File: config.mk
export PLATFORM = sky130hd
export DESIGN_NAME = arp_responder_with_cache_flat
export DESIGN_NICKNAME = d
export VERILOG_FILES = /design/src/rtl/core/arpc_pkg.sv /design/src/rtl/core/arpc_if.sv /design/src/rtl/core/arpc_regs.sv /design/src/rtl/core/arpc_cache.sv /design/src/rtl/core/arp_responder_with_cache.sv /design/src/flat_wrapper.sv
export SDC_FILE = /design/constraint.sdc
export NUM_CORES = 1
export LEC_CHECK = 0
export BUFFER_PORTS_ARGS = -buffer_cell sky130_fd_sc_hd__buf_4
export CORE_MARGIN = 10
export CORE_UTILIZATION = 35
export DETAILED_ROUTE_END_ITERATION = 10
export MAX_ROUTING_LAYER = met4
export PLACE_DENSITY = 0.65
export REMOVE_ABC_BUFFERS = 1
export SKIP_CTS_REPAIR_TIMING = 1
export SKIP_LAST_GASP = 1
export SLEW_MARGIN = 20
export SYNTH_ARGS = -nofsm -noshare
export SYNTH_HDL_FRONTEND = slang
export SYNTH_SLANG_ARGS = --single-unit
export TNS_END_PERCENT = 100
File: constraint.sdc
create_clock -name i_clk -period 6.4 [get_ports i_clk]
set_input_delay 0.32 -clock i_clk [delete_from_list [all_inputs] [get_ports i_clk]]
set_output_delay 0.32 -clock i_clk [all_outputs]
set_load 0.02 [all_outputs]
File: src/rtl/core/arpc_pkg.sv
// Package for the ARP responder: field widths, protocol constants, result codes and
// the structs passed between the register file, the cache walker and the top level.
// No dependencies.
package arpc_pkg;

    localparam int IP_W  = 32;
    localparam int MAC_W = 48;

    localparam logic [15:0] ETHERTYPE_ARP = 16'h0806;
    localparam logic [15:0] ARP_OP_REQ    = 16'd1;
    localparam logic [15:0] ARP_OP_REP    = 16'd2;

    localparam logic [1:0] STATUS_OK      = 2'd0;
    localparam logic [1:0] STATUS_NOT_ARP = 2'd1;
    localparam logic [1:0] STATUS_IGNORED = 2'd2;

    localparam logic [1:0] TX_OP_NONE = 2'd0;
    localparam logic [1:0] TX_OP_REQ  = 2'd1;
    localparam logic [1:0] TX_OP_REP  = 2'd2;

    localparam logic [1:0] OUTCOME_NONE    = 2'd0;
    localparam logic [1:0] OUTCOME_PRESENT = 2'd1;
    localparam logic [1:0] OUTCOME_ADDED   = 2'd2;
    localparam logic [1:0] OUTCOME_FULL    = 2'd3;

    localparam logic       OP_RX_FRAME = 1'b0;
    localparam logic       OP_SEND_REQ = 1'b1;

    localparam logic [MAC_W-1:0] MAC_BCAST = {MAC_W{1'b1}};

    typedef struct packed {
        logic [IP_W-1:0]  ip;
        logic [MAC_W-1:0] mac;
    } t_host_cfg;

    typedef struct packed {
        logic [IP_W-1:0]  ip;
        logic [MAC_W-1:0] mac;
    } t_entry;

    typedef struct packed {
        logic             start;
        logic [IP_W-1:0]  ip;
        logic [MAC_W-1:0] mac;
    } t_cache_req;

    typedef struct packed {
        logic       busy;
        logic       done;
        logic [1:0] outcome;
    } t_cache_rsp;

    typedef struct packed {
        logic [1:0]       status;
        logic             tx_valid;
        logic [1:0]       tx_arp_opcode;
        logic [MAC_W-1:0] tx_eth_dest;
        logic [IP_W-1:0]  tx_sender_ip;
        logic [MAC_W-1:0] tx_target_mac;
        logic [IP_W-1:0]  tx_tgt_ip;
        logic [1:0]       table_outcome;
    } t_result;

endpackage

File: src/rtl/core/arpc_if.sv
// Valid/ready channel interfaces for the ARP responder: request in, result out.
// No dependencies.
interface arpc_req_if;
    logic        valid;
    logic        ready;
    logic        opcode;
    logic [15:0] ether_type;
    logic [15:0] arp_opcode;
    logic [47:0] eth_source_mac;
    logic [47:0] sender_mac;
    logic [31:0] arp_sender_ip;
    logic [31:0] tgt_ip;

    modport source (
        output valid, opcode, ether_type, arp_opcode, eth_source_mac, sender_mac,
               arp_sender_ip, tgt_ip,
        input  ready
    );
    modport sink (
        input  valid, opcode, ether_type, arp_opcode, eth_source_mac, sender_mac,
               arp_sender_ip, tgt_ip,
        output ready
    );
endinterface

interface arpc_res_if;
    logic        valid;
    logic        ready;
    logic [1:0]  status;
    logic        tx_valid;
    logic [1:0]  tx_arp_opcode;
    logic [47:0] tx_eth_dest;
    logic [31:0] tx_sender_ip;
    logic [47:0] tx_target_mac;
    logic [31:0] tx_tgt_ip;
    logic [1:0]  table_outcome;

    modport source (
        output valid, status, tx_valid, tx_arp_opcode, tx_eth_dest, tx_sender_ip,
               tx_target_mac, tx_tgt_ip, table_outcome,
        input  ready
    );
    modport sink (
        input  valid, status, tx_valid, tx_arp_opcode, tx_eth_dest, tx_sender_ip,
               tx_target_mac, tx_tgt_ip, table_outcome,
        output ready
    );
endinterface

File: src/rtl/core/arpc_regs.sv
// APB register file: host IP at byte address 0, host MAC at byte address 8.
// Depends on arpc_pkg.
module arpc_regs (
    input  logic                i_clk,
    input  logic                i_rst_n,
    input  logic                i_psel,
    input  logic                i_penable,
    input  logic                i_pwrite,
    input  logic [3:0]          i_paddr,
    input  logic [63:0]         i_pwdata,
    output logic [63:0]         o_prdata,
    output logic                o_pready,
    output arpc_pkg::t_host_cfg o_cfg
);
    import arpc_pkg::*;

    logic       w_wr;
    t_host_cfg  r_cfg;

    assign w_wr     = i_psel && i_penable && i_pwrite;
    assign o_pready = 1'b1;
    assign o_cfg    = r_cfg;

    always_ff @(posedge i_clk) begin
        if (!i_rst_n) begin
            r_cfg <= '0;
        end else if (w_wr) begin
            if (i_paddr[3]) begin
                r_cfg.mac <= i_pwdata[MAC_W-1:0];
            end else begin
                r_cfg.ip <= i_pwdata[IP_W-1:0];
            end
        end
    end

    always_comb begin
        if (i_paddr[3]) begin
            o_prdata = {{(64-MAC_W){1'b0}}, r_cfg.mac};
        end else begin
            o_prdata = {{(64-IP_W){1'b0}}, r_cfg.ip};
        end
    end
endmodule

File: src/rtl/core/arpc_cache.sv
// ARP cache: entry memory with per-entry valid bits and a sequential walker that finds
// the first matching or empty entry and installs the new IP/MAC pair. Depends on arpc_pkg.
module arpc_cache #(
    parameter int CACHE_ENTRIES = 16
) (
    input  logic                 i_clk,
    input  logic                 i_rst_n,
    input  arpc_pkg::t_cache_req i_req,
    output arpc_pkg::t_cache_rsp o_rsp
);
    import arpc_pkg::*;

    localparam int K_W = (CACHE_ENTRIES > 1) ? $clog2(CACHE_ENTRIES) : 1;
    localparam logic [K_W-1:0] K_LAST = K_W'(CACHE_ENTRIES - 1);

    typedef enum logic {
        C_IDLE,
        C_WALK
    } t_cstate;

    t_entry                   mem [CACHE_ENTRIES];
    t_entry                   r_rdata;
    logic [CACHE_ENTRIES-1:0] r_valid;
    t_cstate                  r_state;
    logic [K_W-1:0]           r_k;
    logic [K_W-1:0]           w_raddr;
    logic                     w_rd;
    logic [IP_W-1:0]          r_ip;
    logic [MAC_W-1:0]         r_mac;
    logic                     r_done;
    logic [1:0]               r_outcome;
    logic                     w_hit;
    logic                     w_empty;
    logic                     w_wr;

    assign w_hit   = r_valid[r_k] && (r_rdata.ip == r_ip);
    assign w_empty = !r_valid[r_k];
    assign w_wr    = (r_state == C_WALK) && w_empty && (r_ip != '0);
    assign w_rd    = i_req.start || (r_state == C_WALK);
    assign w_raddr = i_req.start ? '0 : r_k + 1'b1;

    always_ff @(posedge i_clk) begin
        if (w_rd) begin
            r_rdata <= mem[w_raddr];
        end
        if (w_wr) begin
            mem[r_k] <= '{ip: r_ip, mac: r_mac};
        end
    end

    always_ff @(posedge i_clk) begin
        if (!i_rst_n) begin
            r_state   <= C_IDLE;
            r_valid   <= '0;
            r_done    <= 1'b0;
            r_k       <= '0;
            r_outcome <= OUTCOME_NONE;
        end else begin
            r_done <= 1'b0;
            case (r_state)
                C_IDLE: begin
                    if (i_req.start) begin
                        r_ip    <= i_req.ip;
                        r_mac   <= i_req.mac;
                        r_k     <= '0;
                        r_state <= C_WALK;
                    end
                end
                C_WALK: begin
                    if (w_hit) begin
                        r_outcome <= OUTCOME_PRESENT;
                        r_done    <= 1'b1;
                        r_state   <= C_IDLE;
                    end else if (w_empty) begin
                        // an empty entry also matches a learned IP of zero
                        r_outcome <= (r_ip == '0) ? OUTCOME_PRESENT : OUTCOME_ADDED;
                        if (w_wr) begin
                            r_valid[r_k] <= 1'b1;
                        end
                        r_done  <= 1'b1;
                        r_state <= C_IDLE;
                    end else if (r_k == K_LAST) begin
                        r_outcome <= OUTCOME_FULL;
                        r_done    <= 1'b1;
                        r_state   <= C_IDLE;
                    end else begin
                        r_k <= r_k + 1'b1;
                    end
                end
                default: r_state <= C_IDLE;
            endcase
        end
    end

    assign o_rsp.busy    = (r_state == C_WALK);
    assign o_rsp.done    = r_done;
    assign o_rsp.outcome = r_outcome;
endmodule

File: src/rtl/core/arp_responder_with_cache.sv
// ARP responder with a CACHE_ENTRIES-deep address cache. One request gives one result.
// Send requests, rejected, ignored and non-learning frames go from the result register
// through S_OUT into the output register; an ARP request or reply for this host first
// walks the cache one entry per cycle from index 0 in S_LEARN, stopping at the first
// matching or empty entry or at the last one, and its result then goes through S_OUT
// into the output register. A full output register that is not drained holds the result
// in S_OUT. The cache is empty right after reset, with no clearing pass. Requests are
// taken one at a time; the next is accepted while the previous result still waits in
// the output register. Host IP and MAC are written over APB at byte addresses 0 and 8;
// the user must write them only while idle, the block itself does not enforce it.
module arp_responder_with_cache #(
    parameter int CACHE_ENTRIES = 16
) (
    input  logic        i_clk,
    input  logic        i_rst_n,
    input  logic        psel,
    input  logic        penable,
    input  logic        pwrite,
    input  logic [3:0]  paddr,
    input  logic [63:0] pwdata,
    output logic [63:0] prdata,
    output logic        pready,
    arpc_req_if.sink    i_req,
    arpc_res_if.source  o_res
);
    import arpc_pkg::*;

    typedef enum logic [1:0] {
        S_IDLE,
        S_LEARN,
        S_OUT
    } t_state;

    t_host_cfg  w_cfg;
    t_cache_req w_creq;
    t_cache_rsp w_crsp;
    t_state     r_state;
    t_result    r_res;
    t_result    n_res;
    t_result    r_out;
    logic       r_out_valid;
    logic       n_learn;
    logic       w_acc;
    logic       w_out_free;
    logic       w_out_load;

    arpc_regs u_regs (
        .i_clk     (i_clk),
        .i_rst_n   (i_rst_n),
        .i_psel    (psel),
        .i_penable (penable),
        .i_pwrite  (pwrite),
        .i_paddr   (paddr),
        .i_pwdata  (pwdata),
        .o_prdata  (prdata),
        .o_pready  (pready),
        .o_cfg     (w_cfg)
    );

    arpc_cache #(
        .CACHE_ENTRIES (CACHE_ENTRIES)
    ) u_cache (
        .i_clk   (i_clk),
        .i_rst_n (i_rst_n),
        .i_req   (w_creq),
        .o_rsp   (w_crsp)
    );

    assign i_req.ready = (r_state == S_IDLE);
    assign w_acc       = i_req.valid && i_req.ready;
    assign w_out_free  = !r_out_valid || o_res.ready;
    assign w_out_load  = (r_state == S_OUT) && w_out_free;

    always_comb begin
        n_res   = '0;
        n_learn = 1'b0;
        if (i_req.opcode == OP_SEND_REQ) begin
            n_res.tx_valid      = 1'b1;
            n_res.tx_arp_opcode = TX_OP_REQ;
            n_res.tx_eth_dest   = MAC_BCAST;
            n_res.tx_sender_ip  = i_req.arp_sender_ip;
            n_res.tx_target_mac = MAC_BCAST;
            n_res.tx_tgt_ip     = i_req.tgt_ip;
        end else if (i_req.ether_type != ETHERTYPE_ARP) begin
            n_res.status = STATUS_NOT_ARP;
        end else if (i_req.tgt_ip != w_cfg.ip) begin
            n_res.status = STATUS_IGNORED;
        end else if (i_req.arp_opcode == ARP_OP_REQ) begin
            n_learn             = 1'b1;
            n_res.tx_valid      = 1'b1;
            n_res.tx_arp_opcode = TX_OP_REP;
            n_res.tx_eth_dest   = i_req.eth_source_mac;
            n_res.tx_sender_ip  = w_cfg.ip;
            n_res.tx_target_mac = i_req.sender_mac;
            n_res.tx_tgt_ip     = i_req.arp_sender_ip;
        end else if (i_req.arp_opcode == ARP_OP_REP) begin
            n_learn = 1'b1;
        end
    end

    assign w_creq.start = w_acc && n_learn;
    assign w_creq.ip    = i_req.arp_sender_ip;
    assign w_creq.mac   = i_req.sender_mac;

    always_ff @(posedge i_clk) begin
        if (!i_rst_n) begin
            r_state     <= S_IDLE;
            r_out_valid <= 1'b0;
        end else begin
            if (r_out_valid && o_res.ready && !w_out_load) begin
                r_out_valid <= 1'b0;
            end
            case (r_state)
                S_IDLE: begin
                    if (w_acc) begin
                        r_res   <= n_res;
                        r_state <= n_learn ? S_LEARN : S_OUT;
                    end
                end
                S_LEARN: begin
                    if (w_crsp.done) begin
                        r_res.table_outcome <= w_crsp.outcome;
                        r_state             <= S_OUT;
                    end
                end
                S_OUT: begin
                    if (w_out_load) begin
                        r_out       <= r_res;
                        r_out_valid <= 1'b1;
                        r_state     <= S_IDLE;
                    end
                end
                default: r_state <= S_IDLE;
            endcase
        end
    end

    assign o_res.valid         = r_out_valid;
    assign o_res.status        = r_out.status;
    assign o_res.tx_valid      = r_out.tx_valid;
    assign o_res.tx_arp_opcode = r_out.tx_arp_opcode;
    assign o_res.tx_eth_dest   = r_out.tx_eth_dest;
    assign o_res.tx_sender_ip  = r_out.tx_sender_ip;
    assign o_res.tx_target_mac = r_out.tx_target_mac;
    assign o_res.tx_tgt_ip     = r_out.tx_tgt_ip;
    assign o_res.table_outcome = r_out.table_outcome;

    a_no_accept_while_walking: assert property (@(posedge i_clk) disable iff (!i_rst_n)
        w_crsp.busy |-> !w_acc)
        else $error("request accepted during cache walk");

    a_done_only_when_learning: assert property (@(posedge i_clk) disable iff (!i_rst_n)
        w_crsp.done |-> (r_state == S_LEARN))
        else $error("cache completion outside learn state");

    a_start_enters_learn: assert property (@(posedge i_clk) disable iff (!i_rst_n)
        w_creq.start |=> (r_state == S_LEARN) && w_crsp.busy)
        else $error("cache walk did not start");

    a_no_tx_fields_zero: assert property (@(posedge i_clk) disable iff (!i_rst_n)
        (o_res.valid && !o_res.tx_valid) |->
            (o_res.tx_arp_opcode == TX_OP_NONE) && (o_res.tx_tgt_ip == '0))
        else $error("frame fields set without outgoing frame");
endmodule

File: src/flat_wrapper.sv
// flat-port wrapper written by rule: the top's interface ports become plain ports
module arp_responder_with_cache_flat import arpc_pkg::*;
#(
    parameter int CACHE_ENTRIES = 16
)
  (i_clk, i_rst_n, psel, penable, pwrite, paddr, pwdata, prdata, pready, i_req_valid, i_req_opcode, i_req_ether_type, i_req_arp_opcode, i_req_eth_source_mac, i_req_sender_mac, i_req_arp_sender_ip, i_req_tgt_ip, i_req_ready, o_res_valid, o_res_status, o_res_tx_valid, o_res_tx_arp_opcode, o_res_tx_eth_dest, o_res_tx_sender_ip, o_res_tx_target_mac, o_res_tx_tgt_ip, o_res_table_outcome, o_res_ready);
  arpc_req_if i_req_i ();
  arpc_res_if o_res_i ();
  input  logic i_clk;
  input  logic i_rst_n;
  input  logic psel;
  input  logic penable;
  input  logic pwrite;
  input  logic [3:0] paddr;
  input  logic [63:0] pwdata;
  output logic [63:0] prdata;
  output logic pready;
  input wire logic [$bits(i_req_i.valid)-1:0] i_req_valid;
  input wire logic [$bits(i_req_i.opcode)-1:0] i_req_opcode;
  input wire logic [$bits(i_req_i.ether_type)-1:0] i_req_ether_type;
  input wire logic [$bits(i_req_i.arp_opcode)-1:0] i_req_arp_opcode;
  input wire logic [$bits(i_req_i.eth_source_mac)-1:0] i_req_eth_source_mac;
  input wire logic [$bits(i_req_i.sender_mac)-1:0] i_req_sender_mac;
  input wire logic [$bits(i_req_i.arp_sender_ip)-1:0] i_req_arp_sender_ip;
  input wire logic [$bits(i_req_i.tgt_ip)-1:0] i_req_tgt_ip;
  output wire logic [$bits(i_req_i.ready)-1:0] i_req_ready;
  output wire logic [$bits(o_res_i.valid)-1:0] o_res_valid;
  output wire logic [$bits(o_res_i.status)-1:0] o_res_status;
  output wire logic [$bits(o_res_i.tx_valid)-1:0] o_res_tx_valid;
  output wire logic [$bits(o_res_i.tx_arp_opcode)-1:0] o_res_tx_arp_opcode;
  output wire logic [$bits(o_res_i.tx_eth_dest)-1:0] o_res_tx_eth_dest;
  output wire logic [$bits(o_res_i.tx_sender_ip)-1:0] o_res_tx_sender_ip;
  output wire logic [$bits(o_res_i.tx_target_mac)-1:0] o_res_tx_target_mac;
  output wire logic [$bits(o_res_i.tx_tgt_ip)-1:0] o_res_tx_tgt_ip;
  output wire logic [$bits(o_res_i.table_outcome)-1:0] o_res_table_outcome;
  input wire logic [$bits(o_res_i.ready)-1:0] o_res_ready;
  assign i_req_i.valid = i_req_valid;
  assign i_req_i.opcode = i_req_opcode;
  assign i_req_i.ether_type = i_req_ether_type;
  assign i_req_i.arp_opcode = i_req_arp_opcode;
  assign i_req_i.eth_source_mac = i_req_eth_source_mac;
  assign i_req_i.sender_mac = i_req_sender_mac;
  assign i_req_i.arp_sender_ip = i_req_arp_sender_ip;
  assign i_req_i.tgt_ip = i_req_tgt_ip;
  assign i_req_ready = i_req_i.ready;
  assign o_res_valid = o_res_i.valid;
  assign o_res_status = o_res_i.status;
  assign o_res_tx_valid = o_res_i.tx_valid;
  assign o_res_tx_arp_opcode = o_res_i.tx_arp_opcode;
  assign o_res_tx_eth_dest = o_res_i.tx_eth_dest;
  assign o_res_tx_sender_ip = o_res_i.tx_sender_ip;
  assign o_res_tx_target_mac = o_res_i.tx_target_mac;
  assign o_res_tx_tgt_ip = o_res_i.tx_tgt_ip;
  assign o_res_table_outcome = o_res_i.table_outcome;
  assign o_res_i.ready = o_res_ready;
  arp_responder_with_cache #(.CACHE_ENTRIES(CACHE_ENTRIES)) u_core (.i_clk(i_clk), .i_rst_n(i_rst_n), .psel(psel), .penable(penable), .pwrite(pwrite), .paddr(paddr), .pwdata(pwdata), .prdata(prdata), .pready(pready), .i_req(i_req_i), .o_res(o_res_i));
endmodule
**Word-level counts from Yosys, hierarchy flattened**

Memory sizes are Yosys's and may differ from the RTL's. A register that Yosys moved wholly into a read port is not among the register bits.
Cells that the tools add are included.

- Register bits after elaboration: 521
- Bits in latches: 0
- Memory bits (writable): 1,280
- ROM bits: 0
- Input bits: 268
- Output and inout bits: 234
- Word-level logic and storage cells: 134
- Memories: 1

Memories:

| memory | words | width | rd ports | clocked after memory_dff | wr ports | RTL line | text |
|---|---|---|---|---|---|---|---|
| u_core.u_cache.mem | 16 | 80 | 1 | 1 | 1 | arpc_cache.sv:21 | `t_entry mem [CACHE_ENTRIES];` |

- Add/sub/neg operators: 1
- Multiply operators: 0
- Div/mod/pow operators: 0
- Magnitude comparators: 2
- Equality and inequality tests: 16
- Shift operators: 0
- Multiplexer cells: 47
- Bitwise gates (word level): 5
- Reductions and logical operators: 33

Operators with widths:

| cell | number |
|---|---|
| 2-to-1 mux 163 bit | 3 |
| 2-to-1 mux 112 bit | 1 |
| 2-to-1 mux 48 bit | 1 |
| == test 32 bit | 1 |
| zero test 32 bit | 1 |
| != test 32 bit | 1 |
| nonzero test 32 bit | 1 |
| 2-to-1 mux 2 bit | 12 |
| 2-to-1 mux 4 bit | 5 |
| 2-to-1 mux 1 bit | 19 |
| == test 16 x 1 -> 1 bit (second input constant) | 1 |
| == test 16 x 2 -> 1 bit (second input constant) | 1 |
| != test 16 x 12 -> 1 bit (second input constant) | 1 |
| bitwise OR 16 bit | 1 |
| AND reduction 3 bit | 4 |
| AND reduction 4 bit | 3 |
| logical AND 1 bit | 11 |
| != test 2 bit (second input constant) | 5 |
| case mux 4 bit (2 select lines) | 1 |
| AND reduction 2 bit | 4 |
| case mux 2 bit (3 select lines) | 1 |
| < comparator 4 x 5 -> 1 bit (second input constant) | 1 |
| adder 4 x 1 -> 4 bit (second input constant) | 1 |
| binary-select mux 1 bit (select 4 bit) | 1 |
| 16 further kinds | 23 |

**Longest topological paths before layout**

- Word-level depth: 9
- Depth in mapped cells: 12
- Mapped depth without buffers: 7

**Modules after synthesis**

A second synthesis with hierarchy kept.

- Cells, all modules: 2,393
- Area, all modules: 39,271.4 µm²

Modules (own cells, without submodules):

| module | instances | cells each | area an instance (µm²) | seq. area each (µm²) |
|---|---|---|---|---|
| arpc_cache | 1 | 1,395 | 23,490.0 | 17,777.0 |
| arp_responder_with_cache | 1 | 613 | 12,150.4 | 10,089.7 |
| arpc_regs | 1 | 385 | 3,631.0 | 1,601.5 |

**Worst setup path after synthesis**

Ideal clock, no wire load.

- Kind: register to register
- Start: register u_core.r_state[1]
- End: register u_core.u_cache.r_ip[0], enable pin
- Setup time: 0.392 ns
- Data arrival time: 5.836 ns
- Required time: 6.008 ns
- Setup slack: 0.172 ns
- Cell stages (with the launch flop): 4
- Period minus slack after synthesis: 6.228 ns
- Path through: dfxtp_1 > nor2_1 > and3_1 > and3_1

- Cells in the longest elaborated chain, start to end: 4

Ends and longest elaborated chain:

| element | RTL line | text |
|---|---|---|
| start: declaration | arp_responder_with_cache.sv:37 | `t_state r_state;` |
| start signal: assignment | arp_responder_with_cache.sv:117 | `r_state <= n_learn ? S_LEARN : S_OUT;` |
| zero test 2 bit | arp_responder_with_cache.sv:69 | `assign i_req.ready = (r_state == S_IDLE);` |
| via i_req_ready | flat_wrapper.sv:26 | `output wire logic [$bits(i_req_i.ready)-1:0] i_req_ready;` |
| logical AND 1 bit | arp_responder_with_cache.sv:70 | `assign w_acc = i_req.valid && i_req.ready;` |
| logical AND 1 bit | arp_responder_with_cache.sv:101 | `assign w_creq.start = w_acc && n_learn;` |
| AND reduction 3 bit (no source line) | n/a |  |
| end signal: assignment | arpc_cache.sv:63 | `r_ip <= i_req.ip;` |
| end: declaration | arpc_cache.sv:28 | `logic [IP_W-1:0] r_ip;` |

The timed path passes the listed nets, and every way through them passes these cells.
A chain may end at the register's enable or synchronous reset.

**Worst setup path in the final report**

- Start: register u_core.u_regs.r_cfg (netlist bit u_core.u_regs.o_cfg[59])
- End: register u_core.u_cache.r_rdata[68] (netlist name)

- Cells in the longest elaborated chain, start to end: 6

Ends and longest elaborated chain:

| element | RTL line | text |
|---|---|---|
| start: declaration | arpc_regs.sv:18 | `t_host_cfg r_cfg;` |
| != test 32 bit * | arp_responder_with_cache.sv:86 | `end else if (i_req.tgt_ip != w_cfg.ip) begin` |
| 2-to-1 mux 1 bit * | arp_responder_with_cache.sv:86 |  |
| 2-to-1 mux 1 bit * | arp_responder_with_cache.sv:84 | `end else if (i_req.ether_type != ETHERTYPE_ARP) begin` |
| 2-to-1 mux 1 bit * | arp_responder_with_cache.sv:77 | `if (i_req.opcode == OP_SEND_REQ) begin` |
| logical AND 1 bit * | arp_responder_with_cache.sv:101 |  |
| 2-to-1 mux 4 bit / logical OR 1 bit (equally long branches) | arpc_cache.sv:40, arpc_cache.sv:39 |  |

Every way passes the cells marked *; elsewhere a longest branch is shown, timed or not.

==> impl_metrics.csv <==
group,metric,value,unit
timing,setup_viol_count_final,0,
detailed_routing,post-route-drc-count,0,
logic_synthesis,yosys.cell_count.top_type,"edfxtp_1",
timing,final_max_slew_viol_count,0,
pwr,cellPowerDensity,280,mW/mm^2
global_route,grt_max_degree,152,
clocking,clk_latency,0.68,ns
setup_path,crit_arrival,4.65,ns
setup_path,cp_max_fo,22,
detailed_routing,wl,108,mm
global_route,groute.usage.overall,16.6,%
setup_path,worstReg2RegStart,"u_core.u_regs.o_cfg[59]",
finish,finish.net_count,3276,
finish,fillCellCount,9651,
setup_path,crit_path_max_incr_delay,0.89,ns
status,outcome,"complete, but fails checks",
run,maxCapViolCount,0,
pwr,leakage,17.6,nW
logic_synthesis,post_synth_edffs,910,
finish,regArea,0.0295,sq mm
logic_synthesis,synth.mux.area_fraction,5.72,%
clocking,clk_transition_reported_paths,0.07,ns
setup_path,timing.critical_path.cells,"xnor2_1 -> nand4_1 -> nor4_2 -> and3_2 -> or3b_2 -> buf_4 -> a211oi_2 -> a211oi_1",
global_route,grt_pass1_wl,153,mm
pwr,total_power,0.0139,W
min_path,hp-start,"i_req_tgt_ip[10]",
floorplanning,num_rows,122,
setup_path,worst-setup-path-type,"reg -> reg",
timing,max_freq,240,MHz
logic_synthesis,netlist_top_cells_count,"edfxtp_1 (910), nand2_1 (165), a21oi_1 (133)",
finish,drive_gt1_share,27.0,%
logic_synthesis,syn-cell-area,0.0391,sq mm
detailed_routing,routedWlPerCell,23.6,um
timing,final_period_minus_worst_setup_slack,4.17,ns
min_path,whs_endpoint,"u_core.r_res[12]",
placed_design,io_buffer_count,465,
floorplanning,initial_utilization,35.3,%
logic_synthesis,synthDominantAreaCellType,"edfxtp_1",
timing,final-hold-violation-count,2,
setup_path,worstSetupEndpointType,"flip-flop",
floorplanning,floorplan.die_area,0.125,sq mm
logic_synthesis,yosys.area_share.xor_xnor,1.50,%
logic_synthesis,ys_types,56,
global_route,antenna_found_initial,10,
logic_synthesis,post_synth_main_area_contributors,"edfxtp_1 (70%), dfxtp_1 (5.5%), a21o_1 (2.5%)",
setup_path,required_time_reported_for_the_critical_path_endpoint,6.88,ns
placed_design,gp_routability_congestion,0.839,
min_path,worstHoldPathCells,2,
min_path,min_path_type,"in -> reg",
clocking,clock_tree.root_cell,"clkbuf_16",
clocking,cts_buffer_depth,3,
floorplanning,core_footprint,0.111,sq mm
setup_path,startpoint_kind_of_the_worst_setup_timing_path,"flip-flop",
detailed_routing,vias_per_cell,5.07,
finish,syn2layout_area_growth,26.7,%
clocking,clock_sink_count,1017,
setup_path,r2r-end,"u_core.u_cache.r_rdata[68]",
pwr,ir_drop,0.233,mV
logic_synthesis,async_flop_share,0,%
setup_path,reg2reg_depth,8,
clocking,cts_made_buffers,95,
logic_synthesis,synth_top_family_by_area,"compound AO/OA/AOI/OAI gates",
setup_path,critical-path-slowest-cell,"or3b_2",
detailed_routing,detail_route.first_pass.iterations,5,
setup_path,critical_path.top_delay_family,"simple AND/OR/NAND/NOR gates",
timing,post-route-period-util,65.1,%
timing,grt_setup_unrepaired,"no",
setup_path,cp.buffers_inverters,1,
logic_synthesis,synth-warning-count,0,
clocking,cts_tree,"yes",
detailed_routing,route.antenna.remaining_nets,0,
logic_synthesis,synth-compound-area-share,11.2,%
logic_synthesis,synth.avg_cell_area,16.6,sq um
global_route,vias_in_the_first_global_route,23000,
timing,worst_slew_margin_rel,24.2,%
clocking,h-tree-depth,3,
timing,skew,0.0320,ns
timing,hold-worst-slack,-0.00915,ns
timing,worst_slew_pin_slew,1.14,ns
logic_synthesis,ys_ff_latch,1017,
setup_path,reg2reg_slack,2.23,ns
status,failed_checks,"hold timing",
detailed_routing,detailed_router_s_first_iteration_violation_count,1687,
logic_synthesis,synth-seq-area-share,75.4,%
logic_synthesis,post_synth_fa_ha_maj_area_fraction,0.128,%
floorplanning,die_w,354,um
detailed_routing,vias,23200,
placed_design,post-dp-hpwl,66.2,mm
floorplanning,die_y,354,um
logic_synthesis,post-synth-top-area-fraction,69.9,%
finish,multiInputGateArea,0.00897,sq mm
logic_synthesis,netlist_instances,2351,
global_route,globalRoute.totalOverflow,0,
logic_synthesis,synth_simple_gate_area_share,3.98,%
logic_synthesis,synth_top_flop_cell,"edfxtp_1",
floorplanning,ioPinCount,502,
==> worst reg2reg max path, stage by stage (launching register included) <==
cell	delay, ns
dfxtp_1	0.42
xnor2_1	0.14
nand4_1	0.50
nor4_2	0.60
and3_2	0.72
or3b_2	0.90
buf_4	0.41
a211oi_2	0.08
a211oi_1	0.22
==> kinds of logic after synthesis <==
kind of cell               Yosys count
DFF                               1017
AOI/OAI and AO/OA                  593
and+or+nand+nor                    322
buffers and inverters              177
muxes                              169
xor gates and xnor gates            67
adders and majority gates            4
other                                2
==> routing by layer <==
layer | vias up | GRT usage, % | part of all wire, %
met5 | - | - | 0
met4 | 0 | 6.00 | 2.9
met3 | 175 | 5.79 | 8.5
met2 | 838 | 27.9 | 51
met1 | 11800 | 18.1 | 37
li1 | 10500 | - | -
==> cells in the final DEF, fill, tap and decap left out, types with 66 or more instances in the layout <==
master	count
a21boi_0	82
mux2_2	66
edfxtp_1	910
mux2i_1	66
a21o_1	128
dlygate4sd3_1	200
clkbuf_16	99
dfxtp_1	106
buf_4	507
a21oi_1	133
nand2_1	165
==> sequential cells by signal (all words and copies together), names as in the netlist, 2 cells and up <==
| signal | count |
|---|---|
| u_core.u_cache.r_valid | 16 |
| u_core.o_res.tx_eth_dest | 48 |
| u_core.o_res.tx_tgt_ip | 32 |
| u_core.u_cache.mem | 512 |
| u_core.u_regs.o_cfg | 80 |
| u_core.r_res | 167 |
| u_core.u_cache.r_k | 4 |
| u_core.o_res.tx_sender_ip | 32 |
| u_core.o_res.tx_target_mac | 48 |
| u_core.u_cache.r_ip | 32 |
| u_core.o_res.tx_arp_opcode | 2 |
| u_core.u_cache.r_rdata | 32 |
| u_core.u_cache.r_outcome | 2 |
| u_core.r_state | 2 |
| u_core.o_res.status | 2 |
| u_core.o_res.table_outcome | 2 |
==> stage by stage <==
| stage | instance area [sq um] | worst slack, ns | setup TNS, ns | util [%] | std cells |
|---|---|---|---|---|---|
| 2_1_floorplan | 38400 | -8.49 | -2210.38 | - | 2194 |
| 3_3_place_gp | 44200 | 2.22 | 0 | 39.9 | 4195 |
| 3_5_place_dp | 44200 | 2.14 | 0 | 39.9 | 4195 |
| 4_1_cts | 47500 | 2.19 | 0 | 42.9 | 4371 |
| 5_1_grt | 49600 | 2.15 | 0 | 44.7 | 4580 |
| 6_report | 49600 | 2.23 | 0 | 44.7 | 4581 |
==> layout make-up <==
cell class,instances,area share (%)
Antenna cell,10,0.0505
Clock buffer,125,5.36
Clock inverter,51,1.28
Inverter,5,0.0379
Multi-Input combinational cell,1172,18.1
Sequential cell,1017,59.5
Tap cell,1488,3.76
Timing Repair Buffer,713,11.9
==> report_power, final <==
group	switching, W	leakage, nW	internal [W]
clock network	0.00248	1.62	0.00350
registers	0.0000356	9.13	0.00728
logic	0.000311	6.83	0.000299
==> how the worst max path moves through the flow <==
stage | startpoint | to | slack (ns) | cells past startpoint
6_report | u_core.u_regs.o_cfg[59] | u_core.u_cache.r_rdata[68] | 2.23 | 8
5_1_grt | u_core.u_regs.o_cfg[48] | u_core.u_cache.r_rdata[61] | 2.15 | 8
4_1_cts | u_core.u_regs.o_cfg[59] | u_core.u_cache.r_rdata[61] | 2.19 | 8
3_5_place_dp | i_req_tgt_ip[11] | u_core.u_cache.r_rdata[66] | 2.14 | 9
3_3_place_gp | i_req_tgt_ip[11] | u_core.u_cache.r_rdata[51] | 2.22 | 9
2_1_floorplan | u_core.u_cache.r_k[0] | u_core.u_cache.r_rdata[48] | -8.49 | 5
(Power assumes the default switching activity.)
